`src/peh_pkg.sv`:
```
// Shared types and constants for the particle energy histogram core.
// No dependencies; every module of the block imports this package.
`timescale 1ns / 1ps

package peh_pkg;

  localparam int POSITION_BINS = 16;
  localparam int ENERGY_BINS   = 256;
  localparam int PBIN_W        = $clog2(POSITION_BINS);
  localparam int EBIN_W        = $clog2(ENERGY_BINS);
  localparam int CELL_W        = PBIN_W + EBIN_W;
  localparam int CELLS         = POSITION_BINS * ENERGY_BINS;
  localparam int QDEPTH        = 2;
  localparam int QPTR_W        = $clog2(QDEPTH);

  // energies are below 2^56; an edge above this lies beyond all of them
  localparam logic [63:0] EDGE_CAP = 64'h0100_0000_0000_0000;

  localparam logic [2:0] REG_POSITION_MINIMUM   = 3'd0;
  localparam logic [2:0] REG_POSITION_BIN_WIDTH = 3'd1;
  localparam logic [2:0] REG_ENERGY_FIRST_EDGE  = 3'd2;
  localparam logic [2:0] REG_ENERGY_STEP        = 3'd3;
  localparam logic [2:0] REG_ENERGY_RATIO       = 3'd4;
  localparam logic [2:0] REG_LOG_MODE           = 3'd5;
  localparam logic [2:0] REG_ELECTRON_FACTOR    = 3'd6;
  localparam logic [2:0] REG_ION_FACTOR         = 3'd7;

  typedef enum logic [1:0] {
    ACT_BIN   = 2'd0,
    ACT_CLEAR = 2'd1,
    ACT_READ  = 2'd2,
    ACT_NONE  = 2'd3
  } action_t;

  typedef struct packed {
    action_t            action;
    logic signed [31:0] position;
    logic signed [23:0] electron_vel_x;
    logic signed [23:0] electron_vel_y;
    logic signed [23:0] electron_vel_z;
    logic signed [23:0] ion_vel_x;
    logic signed [23:0] ion_vel_y;
    logic signed [23:0] ion_vel_z;
    logic [3:0]         read_position_bin;
    logic [7:0]         read_energy_bin;
  } in_item_t;

  typedef struct packed {
    logic [31:0] electron_count;
    logic [31:0] ion_count;
    logic        position_outside;
    logic        electron_binned;
    logic        ion_binned;
  } out_item_t;

  typedef struct packed {
    logic [31:0] position_minimum;
    logic [31:0] position_bin_width;
    logic [63:0] energy_first_edge;
    logic [63:0] energy_step;
    logic [31:0] energy_ratio;
    logic        log_mode;
    logic [31:0] electron_energy_factor;
    logic [31:0] ion_energy_factor;
  } cfg_t;

  // classified work handed from front to back
  typedef struct packed {
    action_t           action;
    logic              outside;
    logic [PBIN_W-1:0] pbin;
    logic [55:0]       e_energy;
    logic [55:0]       i_energy;
    logic [3:0]        read_position_bin;
    logic [7:0]        read_energy_bin;
  } cmd_t;

  typedef struct packed {
    logic push;
  } qctl_t;

endpackage

```
`src/peh_queue.sv`:
```
// Two-entry command queue between front end and back end.
// Depends on peh_pkg.
`timescale 1ns / 1ps

module peh_queue import peh_pkg::*; (
  input  logic  clk,
  input  logic  rst,
  input  qctl_t qctl,
  input  cmd_t  push_cmd,
  output logic  full,
  output logic  valid,
  input  logic  pop,
  output cmd_t  head
);

  cmd_t              store [QDEPTH];
  logic [QPTR_W-1:0] wp, rp;
  logic [QPTR_W:0]   count;

  assign full  = count == (QPTR_W + 1)'(QDEPTH);
  assign valid = count != '0;
  assign head  = store[rp];

  always_ff @(posedge clk) begin
    if (qctl.push) store[wp] <= push_cmd;
  end

  always_ff @(posedge clk) begin
    if (rst) begin
      wp    <= '0;
      rp    <= '0;
      count <= '0;
    end else begin
      if (qctl.push) wp <= wp + 1'b1;
      if (pop)       rp <= rp + 1'b1;
      count <= count + (QPTR_W + 1)'(qctl.push) - (QPTR_W + 1)'(pop);
    end
  end

endmodule

```
`config.mk`:
```
export PLATFORM = sky130hd
export DESIGN_NAME = peh_queue
export DESIGN_NICKNAME = d
export VERILOG_FILES = /design/src/peh_pkg.sv /design/src/peh_queue.sv
export SDC_FILE = /design/constraint.sdc
export NUM_CORES = 1
export LEC_CHECK = 0
export ABC_AREA = 1
export BUFFER_PORTS_ARGS = -buffer_cell sky130_fd_sc_hd__buf_2
export CAP_MARGIN = 10
export CORE_ASPECT_RATIO = 0.7
export CORE_MARGIN = 1
export CORE_UTILIZATION = 30
export CTS_BUF_LIST = sky130_fd_sc_hd__clkbuf_8
export CTS_CLUSTER_DIAMETER = 100
export DETAILED_ROUTE_END_ITERATION = 8
export PLACE_DENSITY_LB_ADDON = 0.12
export SLEW_MARGIN = 20
export SYNTH_ARGS = -nofsm -noshare
export SYNTH_HDL_FRONTEND = slang
export SYNTH_SLANG_ARGS = --single-unit
```
`constraint.sdc`:
```
create_clock -name clk -period 9.8 [get_ports clk]
set_input_delay 0.98 -clock clk [delete_from_list [all_inputs] [get_ports clk]]
set_output_delay 0.98 -clock clk [all_outputs]
set_load 0.02 [all_outputs]
```
==> impl_metrics.env <==
export IMPL_status="finished, violations left"
export IMPL_failed_checks="design-rule violations"
export IMPL_dp_cells=1123
export IMPL_post_cts_buffers=0
export IMPL_worstMarginPinSlew_ns=1.04
export IMPL_worst_path_max_fanout=50
export IMPL_fillers=3073
export IMPL_synth_compound_area_frac=0.000498
export IMPL_grt_max_degree=78
export IMPL_avgSynthCellArea_sq_um=22.9
export IMPL_fmax_mhz=226
export IMPL_slew_viol_final=0
export IMPL_syn_nets=576
export IMPL_drc_errors=26
export IMPL_synth_mux_area_frac=0.180
export IMPL_synthSimpleGateAreaFrac=0.00548
export IMPL_end_kind="output pin"
export IMPL_p_leak_nw=4.94
export IMPL_cp_start_kind="register"
export IMPL_ir_drop_uv=110
export IMPL_avgViaCountPerCell=4.20
export IMPL_synth_cell_types=15
export IMPL_synth_seq_area_share=0.793
export IMPL_routed_via_count=5034
export IMPL_clk_latency_ns=0.54
export IMPL_top_usage_layer="met2"
export IMPL_skew_ns=0.0109
export IMPL_htree_levels=2
export IMPL_wirelength_um=21200
export IMPL_io_pins=268
export IMPL_synthAdderAreaFrac=0.00249
export IMPL_port_buffer_count=267
export IMPL_tns_ns=0
export IMPL_holdCritPathClass="register to register"
export IMPL_drtIter0Drc=233
export IMPL_place_gp_congestion=0.723
export IMPL_die_h_um=155
export IMPL_final_common_cell="buf_2"
export IMPL_ys_ff_latch=267
export IMPL_clk_pin_slew_ns=0.06
export IMPL_yosysWarnings=0
export IMPL_grt_pass1_vias=5361
export IMPL_drive_above_1_share=0.590
export IMPL_overflow=0
export IMPL_grtUsageMet2=0.186
export IMPL_track_usage=0.121
export IMPL_rsz0062_at_grt="false"
export IMPL_synth_top_family_by_area="multiplexers"
export IMPL_grt_pass1_wl_um=31100
export IMPL_ctsHoldBuffers=0
export IMPL_fp_dieArea_sq_um=34300
export IMPL_cap_viol_max_count=0
export IMPL_cts_buffer_depth=3
export IMPL_met1_usage=0.152
export IMPL_hold_viol=0
export IMPL_arrival_ns=3.45
export IMPL_setup_violations=0
export IMPL_cts_buffers_inserted=43
export IMPL_fin_crit_ns=4.43
export IMPL_post_drt_wl_per_cell_um=17.7
export IMPL_critPathKind="register to output pin"
export IMPL_antenna_found_initial=6
export IMPL_start_util=0.308
export IMPL_met3_usage=0.0536
export IMPL_required_ns=8.82
export IMPL_clock_sinks=267
export IMPL_utilization=0.385
export IMPL_dpl_hpwl_um=13800
export IMPL_power_per_cell_area_nw_per_um2=199
export IMPL_synth_area_sq_um=10100
export IMPL_mostFrequentLayoutCells="buf_2 (267), edfxtp_1 (262), mux2_4 (90)"
export IMPL_clockRootBuffer="clkbuf_8"
export IMPL_cts_tree="built"
export IMPL_synth_xor_area_share=0.000871
export IMPL_post_cts_resized=0
export IMPL_core_area_sq_um=32600
export IMPL_rows=55
export IMPL_num_nets_final=878
export IMPL_synth_cells=439
export IMPL_first_pass_iters=6
export IMPL_area_growth_pct=25.0
export IMPL_instances_no_fill=1198
export IMPL_die_w_um=221
export IMPL_slew_headroom=0.304
export IMPL_antenna_left=0
export IMPL_post_route_period_util=0.452
==> stage by stage <==
stage | total power, mW | hold WS (ns) | cell area, sq um | worst slack, ns
6_report | 2.50 | 0.534 | 12600 | 5.37
5_1_grt | 2.62 | 0.556 | 12600 | 5.05
4_1_cts | 2.55 | 0.534 | 12600 | 5.14
3_5_place_dp | 1.71 | 0.514 | 11800 | 5.74
3_3_place_gp | 1.70 | 0.499 | 11800 | 5.75
2_1_floorplan | 1.59 | 0.480 | 10100 | 2.67
==> worst paths after layout <==
kind | startpoint | to | cells past startpoint | slack (ns)
setup reg to reg | wp | store[0][118] | 2 | 7.61
hold reg to reg | rp | rp | 2 | 0.53
setup / recovery | register | head[16] | 4 | 5.37
hold / removal | rp | rp | 2 | 0.53
==> sequential cells by signal, indices dropped and copies added (netlist names), named ones only <==
| name | flops |
|---|---|
| rp | 1 |
| store | 262 |
| count | 2 |
| wp | 1 |
==> routing by layer <==
metal	wire length, um	part of all wire	vias up
met4	379	0.018	6
met1	9260	0.44	2472
met3	1990	0.094	45
met2	9570	0.45	179
li1	-	-	2332
met5	46	0.0022	-
==> cell usage after synthesis <==
cell type  count  area share
nor2_1         7      0.0026
xnor2_1        1     0.00087
buf_6         10       0.011
nand3_1        1     0.00050
dfxtp_1        5       0.010
buf_8          1      0.0015
nand2_1        5      0.0019
inv_1          8      0.0030
mux2_4        90        0.13
edfxtp_1     262        0.78
mux2_2        41       0.046
buf_2          4      0.0020
nor3_1         1     0.00050
ha_1           2      0.0025
a21oi_1        1     0.00050
==> final cells by class <==
class	instances	area (sq um)	area share
diodes	2	5.00	0.000398
clock buffers	44	606	0.0482
well taps	427	534	0.0425
multi-input cells	149	1910	0.152
repair buffers	272	1380	0.110
inverters	8	35.0	0.00279
flip-flops and latches	267	7970	0.634
clock inverters	29	123	0.00976
==> power by group <==
part	leakage [nW]	switching (mW)	internal (mW)	total [mW]
clock network	0.443	0.414	0.414	0.828
logic	1.99	0.185	0.142	0.327
registers	2.50	0.0220	1.32	1.35
total	4.94	0.621	1.88	2.50
==> worst max-delay path: stages, from the launching register on <==
cell and delay, ns:
dfxtp_4 0.80, buf_4 0.74, buf_4 0.75, mux2_2 0.41
buf_2 0.16
==> cell families after synthesis <==
| group | after synthesis |
|---|---|
| buffers and inverters | 23 |
| DFF | 267 |
| and+or+nand+nor | 14 |
| muxes | 131 |
| xor gates and xnor gates | 1 |
| adders and majority gates | 2 |
| AOI/OAI and AO/OA | 1 |
(Power assumes the default switching activity.)
