==> src/peh_pkg.sv <==
// Shared types and constants for the particle energy histogram core.
// No dependencies; every module of the block imports this package.
`timescale 1ns / 1ps

package peh_pkg;

  localparam int POSITION_BINS = 16;
  localparam int ENERGY_BINS   = 256;
  localparam int PBIN_W        = $clog2(POSITION_BINS);
  localparam int EBIN_W        = $clog2(ENERGY_BINS);
  localparam int CELL_W        = PBIN_W + EBIN_W;
  localparam int CELLS         = POSITION_BINS * ENERGY_BINS;
  localparam int QDEPTH        = 2;
  localparam int QPTR_W        = $clog2(QDEPTH);

  // energies are below 2^56; an edge above this lies beyond all of them
  localparam logic [63:0] EDGE_CAP = 64'h0100_0000_0000_0000;

  localparam logic [2:0] REG_POSITION_MINIMUM   = 3'd0;
  localparam logic [2:0] REG_POSITION_BIN_WIDTH = 3'd1;
  localparam logic [2:0] REG_ENERGY_FIRST_EDGE  = 3'd2;
  localparam logic [2:0] REG_ENERGY_STEP        = 3'd3;
  localparam logic [2:0] REG_ENERGY_RATIO       = 3'd4;
  localparam logic [2:0] REG_LOG_MODE           = 3'd5;
  localparam logic [2:0] REG_ELECTRON_FACTOR    = 3'd6;
  localparam logic [2:0] REG_ION_FACTOR         = 3'd7;

  typedef enum logic [1:0] {
    ACT_BIN   = 2'd0,
    ACT_CLEAR = 2'd1,
    ACT_READ  = 2'd2,
    ACT_NONE  = 2'd3
  } action_t;

  typedef struct packed {
    action_t            action;
    logic signed [31:0] position;
    logic signed [23:0] electron_vel_x;
    logic signed [23:0] electron_vel_y;
    logic signed [23:0] electron_vel_z;
    logic signed [23:0] ion_vel_x;
    logic signed [23:0] ion_vel_y;
    logic signed [23:0] ion_vel_z;
    logic [3:0]         read_position_bin;
    logic [7:0]         read_energy_bin;
  } in_item_t;

  typedef struct packed {
    logic [31:0] electron_count;
    logic [31:0] ion_count;
    logic        position_outside;
    logic        electron_binned;
    logic        ion_binned;
  } out_item_t;

  typedef struct packed {
    logic [31:0] position_minimum;
    logic [31:0] position_bin_width;
    logic [63:0] energy_first_edge;
    logic [63:0] energy_step;
    logic [31:0] energy_ratio;
    logic        log_mode;
    logic [31:0] electron_energy_factor;
    logic [31:0] ion_energy_factor;
  } cfg_t;

  // classified work handed from front to back
  typedef struct packed {
    action_t           action;
    logic              outside;
    logic [PBIN_W-1:0] pbin;
    logic [55:0]       e_energy;
    logic [55:0]       i_energy;
    logic [3:0]        read_position_bin;
    logic [7:0]        read_energy_bin;
  } cmd_t;

  typedef struct packed {
    logic push;
  } qctl_t;

endpackage

==> src/peh_front.sv <==
// Front end: accepts beats, bins the position and forms both energies.
// Depends on peh_pkg.
`timescale 1ns / 1ps

module peh_front import peh_pkg::*; (
  input  logic     clk,
  input  logic     rst,
  input  logic     item_valid,
  output logic     item_stall,
  input  in_item_t item,
  input  cfg_t     cfg,
  input  logic     hold,
  output qctl_t    qctl_o,
  input  logic     q_full,
  output cmd_t     push_cmd
);

  typedef enum logic [4:0] {
    F_IDLE = 5'b00001,
    F_POS  = 5'b00010,
    F_SQR  = 5'b00100,
    F_MUL  = 5'b01000,
    F_PUSH = 5'b10000
  } fstate_t;

  fstate_t           state;
  in_item_t          cur;
  logic [31:0]       rem;
  logic [PBIN_W-1:0] pcount;
  logic              outside;
  logic [2:0]        step;
  logic [47:0]       sq;
  logic [47:0]       sum_e, sum_i;
  logic [55:0]       prod;
  logic [55:0]       en_e, en_i;

  logic               accept;
  logic [32:0]        diff;
  logic signed [23:0] vel;
  logic signed [47:0] sq_next;
  logic [47:0]        msum;
  logic [23:0]        half;
  logic [31:0]        fac;
  logic [55:0]        prod_next;
  logic [2:0]         mstep;

  assign item_stall = (state != F_IDLE) || hold;
  assign accept     = item_valid && !item_stall;
  assign diff = {item.position[31], item.position}
              - {cfg.position_minimum[31], cfg.position_minimum};

  always_comb begin
    case (step)
      3'd0:    vel = cur.electron_vel_x;
      3'd1:    vel = cur.electron_vel_y;
      3'd2:    vel = cur.electron_vel_z;
      3'd3:    vel = cur.ion_vel_x;
      3'd4:    vel = cur.ion_vel_y;
      3'd5:    vel = cur.ion_vel_z;
      default: vel = '0;
    endcase
  end
  assign sq_next = vel * vel;

  // 48 x 32 energy product taken as two 24 x 32 halves
  assign msum      = step[1] ? sum_i : sum_e;
  assign half      = step[0] ? msum[47:24] : msum[23:0];
  assign fac       = step[1] ? cfg.ion_energy_factor : cfg.electron_energy_factor;
  assign prod_next = 56'(half) * 56'(fac);
  assign mstep     = step - 3'd1;

  always_ff @(posedge clk) begin
    if (rst) begin
      state <= F_IDLE;
    end else begin
      unique case (state)
        F_IDLE: begin
          if (accept) begin
            cur     <= item;
            rem     <= diff[31:0];
            pcount  <= '0;
            outside <= 1'b0;
            if (item.action == ACT_BIN) begin
              if (diff[32] || cfg.position_bin_width == '0) begin
                outside <= 1'b1;
                state   <= F_PUSH;
              end else begin
                state <= F_POS;
              end
            end else begin
              state <= F_PUSH;
            end
          end
        end
        F_POS: begin
          if (rem < cfg.position_bin_width) begin
            step  <= '0;
            sum_e <= '0;
            sum_i <= '0;
            state <= F_SQR;
          end else if (pcount == PBIN_W'(POSITION_BINS - 1)) begin
            outside <= 1'b1;
            state   <= F_PUSH;
          end else begin
            rem    <= rem - cfg.position_bin_width;
            pcount <= pcount + 1'b1;
          end
        end
        F_SQR: begin
          sq <= sq_next;
          if (step != 3'd0) begin
            if (step <= 3'd3) sum_e <= sum_e + sq;
            else              sum_i <= sum_i + sq;
          end
          if (step == 3'd6) begin
            step  <= '0;
            state <= F_MUL;
          end else begin
            step <= step + 1'b1;
          end
        end
        F_MUL: begin
          prod <= prod_next;
          case (mstep)
            3'd0:    en_e <= {24'd0, prod[55:24]};
            3'd1:    en_e <= en_e + prod;
            3'd2:    en_i <= {24'd0, prod[55:24]};
            3'd3:    en_i <= en_i + prod;
            default: ;
          endcase
          if (step == 3'd4) state <= F_PUSH;
          step <= step + 1'b1;
        end
        F_PUSH: begin
          if (!q_full) state <= F_IDLE;
        end
        default: state <= F_IDLE;
      endcase
    end
  end

  assign qctl_o.push = (state == F_PUSH) && !q_full;

  assign push_cmd.action            = cur.action;
  assign push_cmd.outside           = outside;
  assign push_cmd.pbin              = pcount;
  assign push_cmd.e_energy          = en_e;
  assign push_cmd.i_energy          = en_i;
  assign push_cmd.read_position_bin = cur.read_position_bin;
  assign push_cmd.read_energy_bin   = cur.read_energy_bin;

endmodule

==> config.mk <==
export PLATFORM = sky130hd
export DESIGN_NAME = peh_front
export DESIGN_NICKNAME = d
export VERILOG_FILES = /design/src/peh_pkg.sv /design/src/peh_front.sv
export SDC_FILE = /design/constraint.sdc
export NUM_CORES = 2
export LEC_CHECK = 0
export BUFFER_PORTS_ARGS = -buffer_cell sky130_fd_sc_hd__buf_2
export CORE_AREA = 2 2 394 357
export CTS_CLUSTER_DIAMETER = 120
export CTS_CLUSTER_SIZE = 14
export DETAILED_ROUTE_END_ITERATION = 8
export DIE_AREA = 0 0 396 359
export GPL_TIMING_DRIVEN = 1
export PLACE_DENSITY = 0.79
export SYNTH_ARGS = -nofsm -noshare
export SYNTH_HDL_FRONTEND = slang
export SYNTH_SLANG_ARGS = --single-unit
==> constraint.sdc <==
create_clock -name clk -period 11.87 [get_ports clk]
set_clock_uncertainty 0.1 [all_clocks]
set_input_delay 0.5935 -clock clk [delete_from_list [all_inputs] [get_ports clk]]
set_output_delay 0.5935 -clock clk [all_outputs]
set_load 0.03 [all_outputs]
==> metrics.log <==
INFO  metric outcome = finished, final reports clean
INFO  metric core_region_area = 138000 um^2
INFO  metric final.fill_count = 11.6k
INFO  metric final_net_count = 10.4k
INFO  metric chipWidth = 396 um
INFO  metric vias_per_cell = 5.93
INFO  metric first_global_vias = 61.5k
INFO  metric final_common_cell = sky130_fd_sc_hd__inv_1
INFO  metric tritoncts.num_buffers = 42
INFO  metric yosysWarnings = 0
INFO  metric routed_wl = 227 mm
INFO  metric slowest_stage = sky130_fd_sc_hd__ha_2
INFO  metric die-height = 359 um
INFO  metric antenna_found_initial = 33
INFO  metric globalRouteTotalUtil = 32.0%
INFO  metric wl_per_cell = 22.6 um
INFO  metric floorplan.die_area = 142000 um^2
INFO  metric initial_utilization = 54.5%
INFO  metric post_cts.resized_instances = 0
INFO  metric grt_max_degree = 88
INFO  metric hold_path.class = input pin to register
INFO  metric grt_overflow_total = 0
INFO  metric worst-setup-path-type = register to register
INFO  metric numClockSinks = 514
INFO  metric finalWorstSetupSlack = 1.03 ns
INFO  metric drv.max_cap_violation_count = 0
INFO  metric syn-instance-count = 7832
INFO  metric leakage_power_figure = 38.6 nW
INFO  metric drt-pass1-iter-count = 9
INFO  metric path_common_cell = sky130_fd_sc_hd__inv_1
INFO  metric period_share = 91.3%
INFO  metric post_cts.repair.setup_buffers = 0
INFO  metric rows = 130
INFO  metric num_vias = 59.5k
INFO  metric wire_length_of_the_first_global_routing_pass = 350 mm
INFO  metric final.min_clock_period = 10.84 ns
INFO  metric max-clock-path-buffers = 3
INFO  metric syn2layout_area_growth = 7.28%
INFO  metric fin_area = 81000 um^2
INFO  metric htree_num_levels = 2
INFO  metric grt_util_met2 = 49.9%
INFO  metric layer_with_the_highest_usage_after_global_routing = met2
INFO  metric drtAntennaViolNets = 0
INFO  metric tritoncts = built
INFO  metric synth-edff-count = 509
INFO  metric report.power.total = 18.6 mW
INFO  metric detailedPlace.worstSlack = 1.28 ns
INFO  metric pwr_density_cell = 229 nW/um^2
INFO  metric setup_viol_count_final = 0
INFO  metric clkLatencyLatePin = 0.61 ns
INFO  metric worst_setup_path_start_kind = register
INFO  metric worst_pin_slew = 1.32 ns
INFO  metric timing_hold_violations_final = 0
INFO  metric cpPeakStageDelay = 0.82 ns
INFO  metric cts-hold-fix-buffers = 0
INFO  metric synth.cell_area = 75500 um^2
INFO  metric drv_slew = 0
INFO  metric hpwlAfterDp = 181 mm
INFO  metric ffs_w_async_s_r_synth = 0%
INFO  metric timing.max_slew.rel_slack = 9.68%
INFO  metric worstPathArrival = 11.10 ns
INFO  metric buffer_ports.inserted = 455
INFO  metric postSynthAreaPerCell = 9.64 um^2
INFO  metric grt_setup_unrepaired = false
INFO  metric num_io_pins = 617
INFO  metric dp.cells = 9949
INFO  metric critical_path.endpoint_type = register
INFO  metric setup_total_negative_slack = 0 ns
INFO  metric irDropWorstVdd = 644 uV
INFO  metric commonest_non_fill_non_tap_cells_in_the_layout = sky130_fd_sc_hd__inv_1, sky130_fd_sc_hd__fa_1, sky130_fd_sc_hd__nand2_1
INFO  metric cts.reportedPaths.clkPinSlew = 0.08 ns
INFO  metric final_cell_count_no_fill = 10.0k
INFO  metric synth_top_flop_cell = sky130_fd_sc_hd__edfxtp_1
INFO  metric finalHoldWorstSlack = 0.0573 ns
INFO  metric layout.core_utilization = 58.5%
INFO  metric place_congestion = 1.03
INFO  metric grtUsageMet3 = 8.12%
INFO  metric synth_sequential_area_ratio = 20.4%
INFO  metric synth_cell_type_count = 94
INFO  metric drc = 0
INFO  metric worstPathMaxFanout = 29
INFO  metric clock_root_buffer_master = sky130_fd_sc_hd__clkbuf_16
INFO  metric critical_path_required = 12.13 ns
INFO  metric layout-drive-gt1-share = 9.37%
INFO  metric dpl-instance-area = 79800 um^2
INFO  metric drt_first_iter_violations = 5696
INFO  metric yosys_register_bits = 514
INFO  metric grt.met1_usage = 42.7%
INFO  metric fmaxAchievable = 92.2 MHz
INFO  metric net_count_synth = 10.1k
## registers in the layout, indices dropped and copies added (netlist names), 5 cells and up
register,cells
en_e,56
push_cmd,14
en_i,56
state,5
prod,56
cur,144
sum_i,48
rem,32
sum_e,48
sq,47
## power by group
group	internal, mW	leakage (nW)	switching [mW]	total [mW]
logic	5.97	33.4	8.45	14.4
clock network	0.652	0.548	0.686	1.34
registers	2.77	4.69	0.0223	2.79
## Yosys cell counts, types with 7 or more instances
library cell	number	area share (%)
sky130_fd_sc_hd__and4_1	10	0.12
sky130_fd_sc_hd__mux4_2	15	0.45
sky130_fd_sc_hd__o21a_1	63	0.63
sky130_fd_sc_hd__a211o_1	12	0.14
sky130_fd_sc_hd__ha_1	599	9.9
sky130_fd_sc_hd__a31o_2	9	0.10
sky130_fd_sc_hd__a221oi_1	13	0.15
sky130_fd_sc_hd__buf_1	35	0.17
sky130_fd_sc_hd__nand3_1	70	0.46
sky130_fd_sc_hd__clkinv_1	8	0.040
sky130_fd_sc_hd__o31ai_1	20	0.20
sky130_fd_sc_hd__a211oi_1	38	0.38
sky130_fd_sc_hd__a221o_1	7	0.093
sky130_fd_sc_hd__a21o_1	203	2.0
sky130_fd_sc_hd__a222oi_1	13	0.17
sky130_fd_sc_hd__nand4_1	54	0.45
sky130_fd_sc_hd__and3_1	53	0.44
sky130_fd_sc_hd__edfxtp_1	509	20
sky130_fd_sc_hd__a21oi_1	339	2.2
sky130_fd_sc_hd__buf_4	15	0.15
sky130_fd_sc_hd__inv_1	1472	7.3
sky130_fd_sc_hd__and2_1	100	0.83
sky130_fd_sc_hd__mux2_2	92	1.4
sky130_fd_sc_hd__o21ai_1	19	0.13
sky130_fd_sc_hd__clkbuf_1	221	1.1
sky130_fd_sc_hd__o22ai_1	11	0.091
sky130_fd_sc_hd__nor2b_1	43	0.36
sky130_fd_sc_hd__nor3b_1	16	0.16
sky130_fd_sc_hd__a21boi_0	9	0.089
sky130_fd_sc_hd__nand2b_1	57	0.47
sky130_fd_sc_hd__o211ai_1	26	0.26
sky130_fd_sc_hd__mux2i_1	53	0.70
sky130_fd_sc_hd__o21ai_0	220	1.5
sky130_fd_sc_hd__o21bai_1	51	0.51
sky130_fd_sc_hd__a22oi_1	27	0.27
sky130_fd_sc_hd__nor3_1	79	0.52
sky130_fd_sc_hd__nand2_1	884	4.4
sky130_fd_sc_hd__nor4_1	15	0.12
sky130_fd_sc_hd__fa_1	1216	32
sky130_fd_sc_hd__a31oi_1	38	0.31
sky130_fd_sc_hd__nor2_1	633	3.1
sky130_fd_sc_hd__xnor2_1	209	2.4
sky130_fd_sc_hd__or3_1	15	0.12
sky130_fd_sc_hd__xor2_1	118	1.4
## final cells by class
type,instances,area (um^2),share of cell area (%)
diodes,23,57.6,0.0711
clock buffers,51,1110,1.37
clock inverters,2,13.8,0.0170
inverters,1483,5570,6.87
multi-input cells,5558,53600,66.2
flip-flops and latches,514,15400,19.0
well taps,1848,2310,2.85
repair buffers,546,2970,3.67
## kinds of logic (layout without fill, tap and decap cells)
kind of cell	after synthesis	count (layout)	synth area share, %
other cells	0	23	0
xor+xnor	327	327	3.79
flops	514	514	20.4
compound gates	1211	1211	10.5
buf+inv	1760	2082	8.83
simple gates	2045	2045	11.8
fa+ha+maj	1815	1815	42.2
mux	160	160	2.52
## final timing paths
path / to / slack (ns) / cells past startpoint / startpoint
worst min-delay path: cur[116] / 0.06 / 1 / item[116]
worst min register to register: pcount[0] / 0.52 / 1 / pcount[0]
worst max-delay path: sq[44] / 1.03 / 30 / step[1]
worst max register to register: sq[44] / 1.03 / 30 / step[1]
## worst max-delay path: cells and delay by family (launching register included)
family / cells / cell delay [ns]
fa+ha+maj: 9 / 4.52
flops: 1 / 0.40
compound gates: 11 / 3.59
xor+xnor: 1 / 0.08
buf+inv: 8 / 1.50
simple gates: 1 / 0.39
## routing by layer
metal / vias to the layer above / part of all wire, %
li1: 25900 / -
met1: 29500 / 38
met2: 3289 / 45
met3: 732 / 12
met4: 22 / 4.9
met5: - / 0.14
Note: power is estimated with default switching activity, not from simulation.
